$ cat src/hdl/orl_pkg.sv
// Shared types and constants for the overwriting ring log.
`default_nettype none
package orl_pkg;

    localparam int unsigned WORD_W    = 32;
    localparam int unsigned REC_WORDS = 4;
    localparam int unsigned REC_W     = WORD_W * REC_WORDS;

    typedef enum logic [1:0] {
        OP_WRITE  = 2'd0,
        OP_READ   = 2'd1,
        OP_COMMIT = 2'd2,
        OP_CLEAR  = 2'd3
    } t_op;

    // controller -> datapath
    typedef struct packed {
        logic write;   // store record, advance write index
        logic commit;  // committed index <= cursor
        logic clear;   // zero all indices
        logic marker;  // emit the empty-read marker
        logic rd_step; // read one slot at the cursor, advance cursor
    } t_dp_cmd;

    // datapath -> controller
    typedef struct packed {
        logic empty;     // cursor == write index
        logic step_last; // next cursor == write index
    } t_dp_stat;

endpackage
`default_nettype wire

$ cat src/hdl/orl_ram.sv
// Generic simple dual-port RAM with registered read.
`default_nettype none
module orl_ram #(
    parameter int unsigned WIDTH = 128,
    parameter int unsigned DEPTH = 32
) (
    input  wire logic                     i_clk,
    input  wire logic                     i_we,
    input  wire logic [$clog2(DEPTH)-1:0] i_waddr,
    input  wire logic [WIDTH-1:0]         i_wdata,
    input  wire logic                     i_re,
    input  wire logic [$clog2(DEPTH)-1:0] i_raddr,
    output logic      [WIDTH-1:0]         o_rdata
);

    logic [WIDTH-1:0] r_mem [DEPTH];
    logic [WIDTH-1:0] r_rdata;

    always_ff @(posedge i_clk) begin
        if (i_we) begin
            r_mem[i_waddr] <= i_wdata;
        end
        if (i_re) begin
            r_rdata <= r_mem[i_raddr];
        end
    end

    assign o_rdata = r_rdata;

endmodule
`default_nettype wire

$ cat src/hdl/orl_ctrl.sv
// Command sequencer for the ring log: decodes commands and walks read runs.
`default_nettype none
module orl_ctrl (
    input  wire logic              i_clk,
    input  wire logic              i_rst_n,
    input  wire logic              i_start,
    input  wire orl_pkg::t_op      i_op,
    input  wire orl_pkg::t_dp_stat i_stat,
    output orl_pkg::t_dp_cmd       o_cmd,
    output logic                   o_busy
);

    typedef enum logic {
        ST_IDLE,
        ST_RUN
    } t_state;

    t_state r_state, n_state;
    logic   r_busy;

    always_comb begin
        n_state = r_state;
        o_cmd   = '0;
        case (r_state)
            ST_IDLE: begin
                if (i_start) begin
                    case (i_op)
                        orl_pkg::OP_WRITE:  o_cmd.write  = 1'b1;
                        orl_pkg::OP_COMMIT: o_cmd.commit = 1'b1;
                        orl_pkg::OP_CLEAR:  o_cmd.clear  = 1'b1;
                        orl_pkg::OP_READ: begin
                            if (i_stat.empty) begin
                                o_cmd.marker = 1'b1;
                            end else begin
                                n_state = ST_RUN;
                            end
                        end
                        default: o_cmd = '0;
                    endcase
                end
            end
            ST_RUN: begin
                o_cmd.rd_step = 1'b1;
                if (i_stat.step_last) begin
                    n_state = ST_IDLE;
                end
            end
            default: n_state = ST_IDLE;
        endcase
    end

    always_ff @(posedge i_clk) begin
        if (!i_rst_n) begin
            r_state <= ST_IDLE;
            r_busy  <= 1'b0;
        end else begin
            r_state <= n_state;
            r_busy  <= (n_state == ST_RUN);
        end
    end

    assign o_busy = r_busy;

endmodule
`default_nettype wire

$ cat src/hdl/orl_dp.sv
// Ring log datapath: indices, record RAM and result registers.
`default_nettype none
module orl_dp #(
    parameter int unsigned DEPTH = 32
) (
    input  wire logic                       i_clk,
    input  wire logic                       i_rst_n,
    input  wire orl_pkg::t_dp_cmd           i_cmd,
    input  wire logic [orl_pkg::REC_W-1:0]  i_rec,
    output orl_pkg::t_dp_stat               o_stat,
    output logic                            o_valid,
    output logic                            o_has_record,
    output logic                            o_last,
    output logic [orl_pkg::REC_W-1:0]       o_rec
);

    localparam int unsigned AW = $clog2(DEPTH);
    localparam logic [AW-1:0] LAST_IDX = AW'(DEPTH - 1);

    logic [AW-1:0] r_wr, n_wr;
    logic [AW-1:0] r_cur, n_cur;
    logic [AW-1:0] r_com, n_com;
    logic          r_out_valid, r_out_has, r_out_last;

    logic [AW-1:0] wr_inc, cur_inc, com_inc;
    logic [orl_pkg::REC_W-1:0] ram_q;

    assign wr_inc  = (r_wr  == LAST_IDX) ? '0 : r_wr  + AW'(1);
    assign cur_inc = (r_cur == LAST_IDX) ? '0 : r_cur + AW'(1);
    assign com_inc = (r_com == LAST_IDX) ? '0 : r_com + AW'(1);

    assign o_stat.empty     = (r_cur == r_wr);
    assign o_stat.step_last = (cur_inc == r_wr);

    always_comb begin
        n_wr  = r_wr;
        n_cur = r_cur;
        n_com = r_com;
        if (i_cmd.clear) begin
            n_wr  = '0;
            n_cur = '0;
            n_com = '0;
        end else if (i_cmd.write) begin
            n_wr = wr_inc;
            // overwrite: push readers ahead of the new write index
            if (wr_inc == r_cur) begin
                n_cur = cur_inc;
            end
            if (wr_inc == r_com) begin
                n_com = com_inc;
            end
        end else if (i_cmd.commit) begin
            n_com = r_cur;
        end else if (i_cmd.rd_step) begin
            n_cur = cur_inc;
        end
    end

    always_ff @(posedge i_clk) begin
        if (!i_rst_n) begin
            r_wr        <= '0;
            r_cur       <= '0;
            r_com       <= '0;
            r_out_valid <= 1'b0;
            r_out_has   <= 1'b0;
            r_out_last  <= 1'b0;
        end else begin
            r_wr        <= n_wr;
            r_cur       <= n_cur;
            r_com       <= n_com;
            r_out_valid <= i_cmd.rd_step | i_cmd.marker;
            r_out_has   <= i_cmd.rd_step;
            r_out_last  <= i_cmd.marker | (i_cmd.rd_step & o_stat.step_last);
        end
    end

    orl_ram #(
        .WIDTH (orl_pkg::REC_W),
        .DEPTH (DEPTH)
    ) u_ram (
        .i_clk   (i_clk),
        .i_we    (i_cmd.write),
        .i_waddr (r_wr),
        .i_wdata (i_rec),
        .i_re    (i_cmd.rd_step),
        .i_raddr (r_cur),
        .o_rdata (ram_q)
    );

    assign o_valid      = r_out_valid;
    assign o_has_record = r_out_has;
    assign o_last       = r_out_last;
    assign o_rec        = r_out_has ? ram_q : '0;

endmodule
`default_nettype wire

$ cat src/hdl/overwriting_ring_log_with_read_commit.sv
// Top level of the overwriting ring log with read commit.
//
//  channel   | handshake                 | payload
//  ----------+---------------------------+-----------------------------------------
//  command   | start in, busy out        | i_operation, i_rec_word0..i_rec_word3
//  result    | o_valid strobe, one cycle | o_out_word0..3, o_has_record, o_last
//
// A command transaction is taken on a clock edge with start high and busy low.
// Write, commit and clear take effect on that edge; busy stays low.
// A read of n pending records holds busy while the run loop reads them, and emits
// one record per cycle, each the cycle after the RAM read the run loop issues;
// an empty read emits a single marker the cycle after the transaction, without busy.
// Results are strobes; the receiver cannot stall. Reset (i_rst_n low, synchronous)
// zeroes all indices; record contents are not cleared.
`default_nettype none
module overwriting_ring_log_with_read_commit #(
    parameter int unsigned DEPTH = 32
) (
    input  wire logic        i_clk,
    input  wire logic        i_rst_n,
    input  wire logic        start,
    output logic             busy,
    input  wire logic [1:0]  i_operation,
    input  wire logic [31:0] i_rec_word0,
    input  wire logic [31:0] i_rec_word1,
    input  wire logic [31:0] i_rec_word2,
    input  wire logic [31:0] i_rec_word3,
    output logic             o_valid,
    output logic [31:0]      o_out_word0,
    output logic [31:0]      o_out_word1,
    output logic [31:0]      o_out_word2,
    output logic [31:0]      o_out_word3,
    output logic             o_has_record,
    output logic             o_last
);

    orl_pkg::t_dp_cmd           cmd;
    orl_pkg::t_dp_stat          stat;
    logic [orl_pkg::REC_W-1:0]  rec_in;
    logic [orl_pkg::REC_W-1:0]  rec_out;

    // word 0 in the low bits of the RAM row
    assign rec_in = {i_rec_word3, i_rec_word2, i_rec_word1, i_rec_word0};

    orl_ctrl u_ctrl (
        .i_clk   (i_clk),
        .i_rst_n (i_rst_n),
        .i_start (start),
        .i_op    (orl_pkg::t_op'(i_operation)),
        .i_stat  (stat),
        .o_cmd   (cmd),
        .o_busy  (busy)
    );

    orl_dp #(
        .DEPTH (DEPTH)
    ) u_dp (
        .i_clk        (i_clk),
        .i_rst_n      (i_rst_n),
        .i_cmd        (cmd),
        .i_rec        (rec_in),
        .o_stat       (stat),
        .o_valid      (o_valid),
        .o_has_record (o_has_record),
        .o_last       (o_last),
        .o_rec        (rec_out)
    );

    assign o_out_word0 = rec_out[0*orl_pkg::WORD_W +: orl_pkg::WORD_W];
    assign o_out_word1 = rec_out[1*orl_pkg::WORD_W +: orl_pkg::WORD_W];
    assign o_out_word2 = rec_out[2*orl_pkg::WORD_W +: orl_pkg::WORD_W];
    assign o_out_word3 = rec_out[3*orl_pkg::WORD_W +: orl_pkg::WORD_W];

endmodule
`default_nettype wire

$ cat config.mk
export PLATFORM = sky130hd
export DESIGN_NAME = overwriting_ring_log_with_read_commit
export DESIGN_NICKNAME = d
export VERILOG_FILES = /design/src/hdl/orl_pkg.sv /design/src/hdl/orl_ram.sv /design/src/hdl/orl_ctrl.sv /design/src/hdl/orl_dp.sv /design/src/hdl/overwriting_ring_log_with_read_commit.sv
export SDC_FILE = /design/constraint.sdc
export NUM_CORES = 2
export LEC_CHECK = 0
export BUFFER_PORTS_ARGS = -buffer_cell sky130_fd_sc_hd__buf_4
export CORE_MARGIN = 2
export CORE_UTILIZATION = 50
export DETAILED_ROUTE_END_ITERATION = 16
export PLACE_DENSITY = 0.72
export SETUP_SLACK_MARGIN = 0.2
export SLEW_MARGIN = 0
export SYNTH_ARGS = -nofsm -noshare
export SYNTH_HDL_FRONTEND = slang
export SYNTH_SLANG_ARGS = --single-unit
$ cat constraint.sdc
create_clock -name i_clk -period 21.3 [get_ports i_clk]
set_input_delay 4.26 -clock i_clk [delete_from_list [all_inputs] [get_ports i_clk]]
set_output_delay 4.26 -clock i_clk [all_outputs]
set_load 0.05 [all_outputs]
Word-level counts from Yosys, hierarchy flattened

Memories as Yosys holds them, arrays and structs flattened. A register that Yosys moved wholly into a read port is not among the register bits.
Index checks and enable logic that the tools add are counted.

Word-level logic and storage cells: 50
Memories kept: 1
Input port bits: 133
Register bits: 14
Output and inout port bits: 132
Bits in writable memories: 4096

Memory list:

| memory           | words | width | rd ports | clocked after memory_dff | wr ports | RTL line      | source |
|---|---|---|---|---|---|---|---|
| u_dp.u_ram.r_mem | 32    | 128   | 1        | 1                        | 1        | orl_ram.sv:16 | `logic [WIDTH-1:0] r_mem [DEPTH];` |

Bitwise logic cells: 5
Multiplexer cells: 22
Equality and inequality tests: 10
Reductions and logical operators: 4
Add/sub/neg operators: 2

Operators with widths:

| cell                  | count |
|---|---|
| $mux W128             | 1 |
| $mux W5               | 7 |
| $eq A5 B5 Y1          | 3 |
| $mux W1               | 11 |
| $add A5 B1 Y5 const B | 2 |
| $eq A5 B5 Y1 const B  | 2 |
| $eq A2 B2 Y1 const B  | 2 |
| $mux W4               | 1 |
| $ne A2 B1 Y1 const B  | 2 |
| $pmux W1 S2           | 2 |
| $reduce_and A3 Y1     | 1 |
| $eq A2 B1 Y1 const B  | 1 |
| $logic_not A2 Y1      | 1 |
| $not A1 Y1            | 2 |
| $or A1 B1 Y1          | 2 |
| $reduce_bool A2 Y1    | 1 |
| $reduce_or A2 Y1      | 1 |
| $and A1 B1 Y1         | 1 |

Longest topological paths before layout

Depth after elaboration: 8
Depth in mapped cells: 11
Gate-level depth less buffers: 8

Modules after synthesis

A second synthesis with hierarchy kept.

Cell total of the unflattened synthesis: 6704
Area, all modules: 158469.5 µm²

By module, submodules not included:

| module   | cells an instance | times used | area each (µm²) | sequential area each (µm²) |
|---|---|---|---|---|
| orl_ram  | 6440              | 1          | 156517.6        | 126841.7 |
| orl_dp   | 254               | 1          | 1851.8          | 260.2 |
| orl_ctrl | 10                | 1          | 100.1           | 20.0 |

Worst setup path after synthesis

OpenSTA, ideal clock, no wires.

Path kind: input to register
Start: in i_operation[0]
End: mem u_dp.u_ram.r_mem[24][0] (enable)
Path buffers: 0
Arrival time: 10634 ps
Stages: 3
Setup time: 617 ps
Data required time: 20683 ps
Slack: 10049 ps
Path through: nor4b_1 nand2_1 nor2_1

Cells in the longest elaborated chain, start to end: 6

RTL lines:

| what                          | RTL line                                    | source |
|---|---|---|
| from (decl)                   | overwriting_ring_log_with_read_commit.sv:23 | `input wire logic [1:0] i_operation,` |
| $logic_not A2 Y1              | orl_ctrl.sv:27                              | `case (i_op)` |
| $mux W1                       | orl_ctrl.sv:27                              |  |
| $mux W5                       | orl_ctrl.sv:26                              | `if (i_start) begin` |
| $mux W4                       | orl_ctrl.sv:24                              | `case (r_state)` |
| $mux W1                       | orl_ram.sv:20                               | `if (i_we) begin` |
| $mux W1 (not written as such) | orl_ram.sv:21                               | `r_mem[i_waddr] <= i_wdata;` |
| to (decl)                     | orl_ram.sv:16                               |  |

Every way passes these cells.

Final worst setup path

Start: in i_operation[0]
End: mem u_dp.u_ram.r_mem[16][65] (enable)

The elaborated chain is that of the path after synthesis.

==> flow_summary.ini <==
[power_and_ir_drop]
p_total_w = 0.0167
p_sw_share_pct = 19.9
p_per_area_nw_per_um2 = 92.1
p_int_w = 0.0134
pwr-share-seq_pct = 55.0
pwr-share-clk_pct = 43.1
p_leak_nw = 54.6
vdd_drop_max_mv = 0.0718
switchingPower_w = 0.00333
comb_power_share_pct = 1.9

[detailed_routing]
route.met3.wl_um = 42300
routed_wl_um = 389000
drc_errors = 0
postRouteAntennaNets = 0
met1_length_um = 146000
met2_length_um = 192000
viasPerCell = 6.35
drt_iter0_markers = 9526
detail_route.wl_per_cell_um = 33.9
routed.top_layer = met5
num_vias = 72900
firstDrtPassIters = 6

[timing]
fin_setup_tns_ns = 0
tightest_slew_ns = 1.33
rsz0062_at_grt = no
slew_headroom_pct = 10.1
fin_crit_sh_pct = 37.3
slew_violations = 0
min_period_ns = 7.94
setup_viol = 0
max_freq_ghz = 0.126
hold_viol_final = 0
fin_skew_ns = 0.0797

[place]
port_buffers = 264
gp_congestion = 0.791
dp.cells = 10700
place_area_um2 = 168000
dp_hpwl_um = 200000

[setup_path]
critPathCaptureType = register
r2r_cells = 8
worstSetupPathType = in -> reg
cp.arrival_ns = 8.47
critical_path_peak_fanout = 28
reg2reg_from = u_dp.r_cur[1]
required_ns = 21.82
timing.rr.end = u_dp.u_ram.o_rdata[55]
r2r_setup_slack_ns = 14.53
startpoint_type = primary input

[die]
die_h_um = 571
initial_core_util_pct = 50.2
rows = 208
design.core.area_um2 = 320000
io_pins = 265
die_area_um2 = 326000
die_w_um = 571

[cells_and_area]
area_growth_syn_to_layout_pct = 12.9
fin_nets = 6959
stdcell_count = 11500
drive_gt1_share_pct = 33.4
fin_area_um2 = 181000

[synth]
synth_seq_cells = 4238
syn_area_per_cell_um2 = 25.3
netlist_instances = 6348
ys_types = 42
synth-edff-count = 4224
synth_ff_type = edfxtp_1
async_reset_ff_share_pct = 0
synth_nets = 6488
ys_warn_count = 0
ys_seq_area_share_pct = 79.1
syn_area_um2 = 161000

[clocking]
clk_pin_slew_worst_paths_ns = 0.06
cts_resized = 0
cts_sinks = 4238
clk_latency_ns = 0.96
post_cts_buffers = 0
cts-htree-levels = 5
clockBufferDepth = 4
cts_made_buffers = 409
holdBufCountCts = 0
cts-root-buf = clkbuf_16
cts_tree = done

[run]
maxCapViolations = 0

[outcome]
run_status = completed

[global_routing]
gr-usage-all-layers_pct = 23.9
grt.overflow.total = 0
grt_pass1_wl_um = 553000
grt_max_degree = 159
antenna_found_initial = 55
first_global_vias = 74500

[hold_path]
hp-start = u_ctrl.r_state
holdPathStages = 0
worstHoldPathType = reg -> reg
min_to = u_dp.u_ram.o_rdata[22]
==> layer usage <==
metal | global-route usage [%] | vias up
li1 | - | 28500
met1 | 33.1 | 39500
met2 | 38.3 | 4402
met3 | 6.13 | 545
met4 | 6.23 | 20
met5 | 0 | -
==> sequential cells by signal (all words and copies together) (netlist names) <==
name and flops:
u_ctrl.r_state 1, u_dp.o_has_record 1, u_dp.o_last 1, u_dp.o_valid 1
u_dp.r_cur 5, u_dp.r_wr 5, u_dp.u_ram.o_rdata 128, u_dp.u_ram.r_mem 4096
==> worst max-delay path: stages <==
cell and delay, ns:
buf_4 0.13, nor4b_2 0.88, nand2_1 0.73, nor2_4 1.11, buf_4 0.64, buf_4 0.59
==> cell families after synthesis <==
| kind of cell | share of synthesized area (%) |
|---|---|
| buffers and inverters | 0.957 |
| multiplexers | 18.7 |
| AO/OA/AOI/OAI | 0.220 |
| adder cells (fa/ha/maj) | 0.0545 |
| AND/OR/NAND/NOR | 0.885 |
| XOR/XNOR | 0.0927 |
| flip-flops | 79.1 |
==> cells in the final DEF, fill, tap and decap left out, types with 6 or more instances in the layout <==
cell / n
edfxtp_1: 4224
inv_16: 6
dfxtp_1: 7
clkinvlp_4: 10
mux2i_1: 28
buf_12: 19
clkbuf_1: 78
nor2_1: 9
clkinv_2: 74
xor2_1: 7
mux2_2: 128
xnor2_1: 10
clkinv_1: 99
bufinv_16: 41
dfxtp_4: 6
clkbuf_16: 414
clkinv_16: 9
o21ai_0: 51
buf_4: 374
ha_1: 7
mux4_2: 1256
nor2_4: 32
diode_2: 16
and2_1: 129
nand2_1: 70
==> worst max-delay path by stage <==
stage / start / end / depth (start not counted)
4_1_cts: i_operation[0] / u_dp.u_ram.r_mem[16][65] / 6
3_3_place_gp: i_operation[0] / u_dp.u_ram.r_mem[16][53] / 6
5_1_grt: i_operation[0] / u_dp.u_ram.r_mem[16][65] / 6
2_1_floorplan: i_operation[0] / u_dp.u_ram.r_mem[24][0] / 3
3_5_place_dp: i_operation[0] / u_dp.u_ram.r_mem[16][53] / 6
6_report: i_operation[0] / u_dp.u_ram.r_mem[16][65] / 6
==> metrics by stage <==
| step | util, % | setup WS, ns | hold slack (ns) |
|---|---|---|---|
| floorplan | - | 10.05 | 0.607 |
| global placement | 52.4 | 12.47 | 0.603 |
| detailed placement | 52.4 | 12.50 | 0.610 |
| CTS | 56.6 | 13.45 | 0.624 |
| global route | 56.6 | 13.30 | 0.623 |
| finish | 56.6 | 13.36 | 0.604 |
==> cell type report <==
| class | count | area [um^2] |
|---|---|---|
| inverters | 5 | 26.3 |
| clock buffers | 494 | 10700 |
| clock inverters | 255 | 2620 |
| well taps | 4305 | 5390 |
| flip-flops and latches | 4238 | 127000 |
| repair buffers | 393 | 3190 |
| diodes | 16 | 40.0 |
| multi-input cells | 1772 | 32300 |
| fillers | 22200 | 139000 |
==> synthesized netlist by cell type, types with 2 or more instances <==
master    number  share of area (%)
a21oi_1        5              0.016
and2_1       129               0.50
and3_1         2             0.0078
buf_1         43               0.10
buf_2         89               0.28
buf_4         34               0.16
buf_6          4              0.028
clkbuf_1     163               0.38
dfxtp_1       14               0.17
edfxtp_1    4224                 79
ha_1           7              0.055
inv_1          4             0.0093
mux2_2       128               0.90
mux2i_1       28               0.17
mux4_2      1256                 18
nand2_1       70               0.16
nand2b_1       2             0.0078
nand3_1        5              0.016
nand3b_1       3              0.014
nand4_1        2             0.0078
nor2_1        41              0.096
nor3_1         5              0.016
nor4b_1        2              0.011
o21ai_0       52               0.16
o31ai_1        2             0.0093
or3_1          2             0.0078
or4_1          2             0.0093
xnor2_1       10              0.055
xor2_1         7              0.038
==> power groups by stage <==
stage | Combinational [W] | Clock [W] | Sequential (W)
after global placement | 0.000309 | 0 | 0.00936
final | 0.000320 | 0.00719 | 0.00919
after CTS | 0.000323 | 0.00728 | 0.00918
after detailed placement | 0.000322 | 0 | 0.00936
after floorplan | 0.000130 | 0 | 0.00937
after global routing | 0.000344 | 0.00759 | 0.00918
No activity file was read; power rests on OpenSTA's default activity.
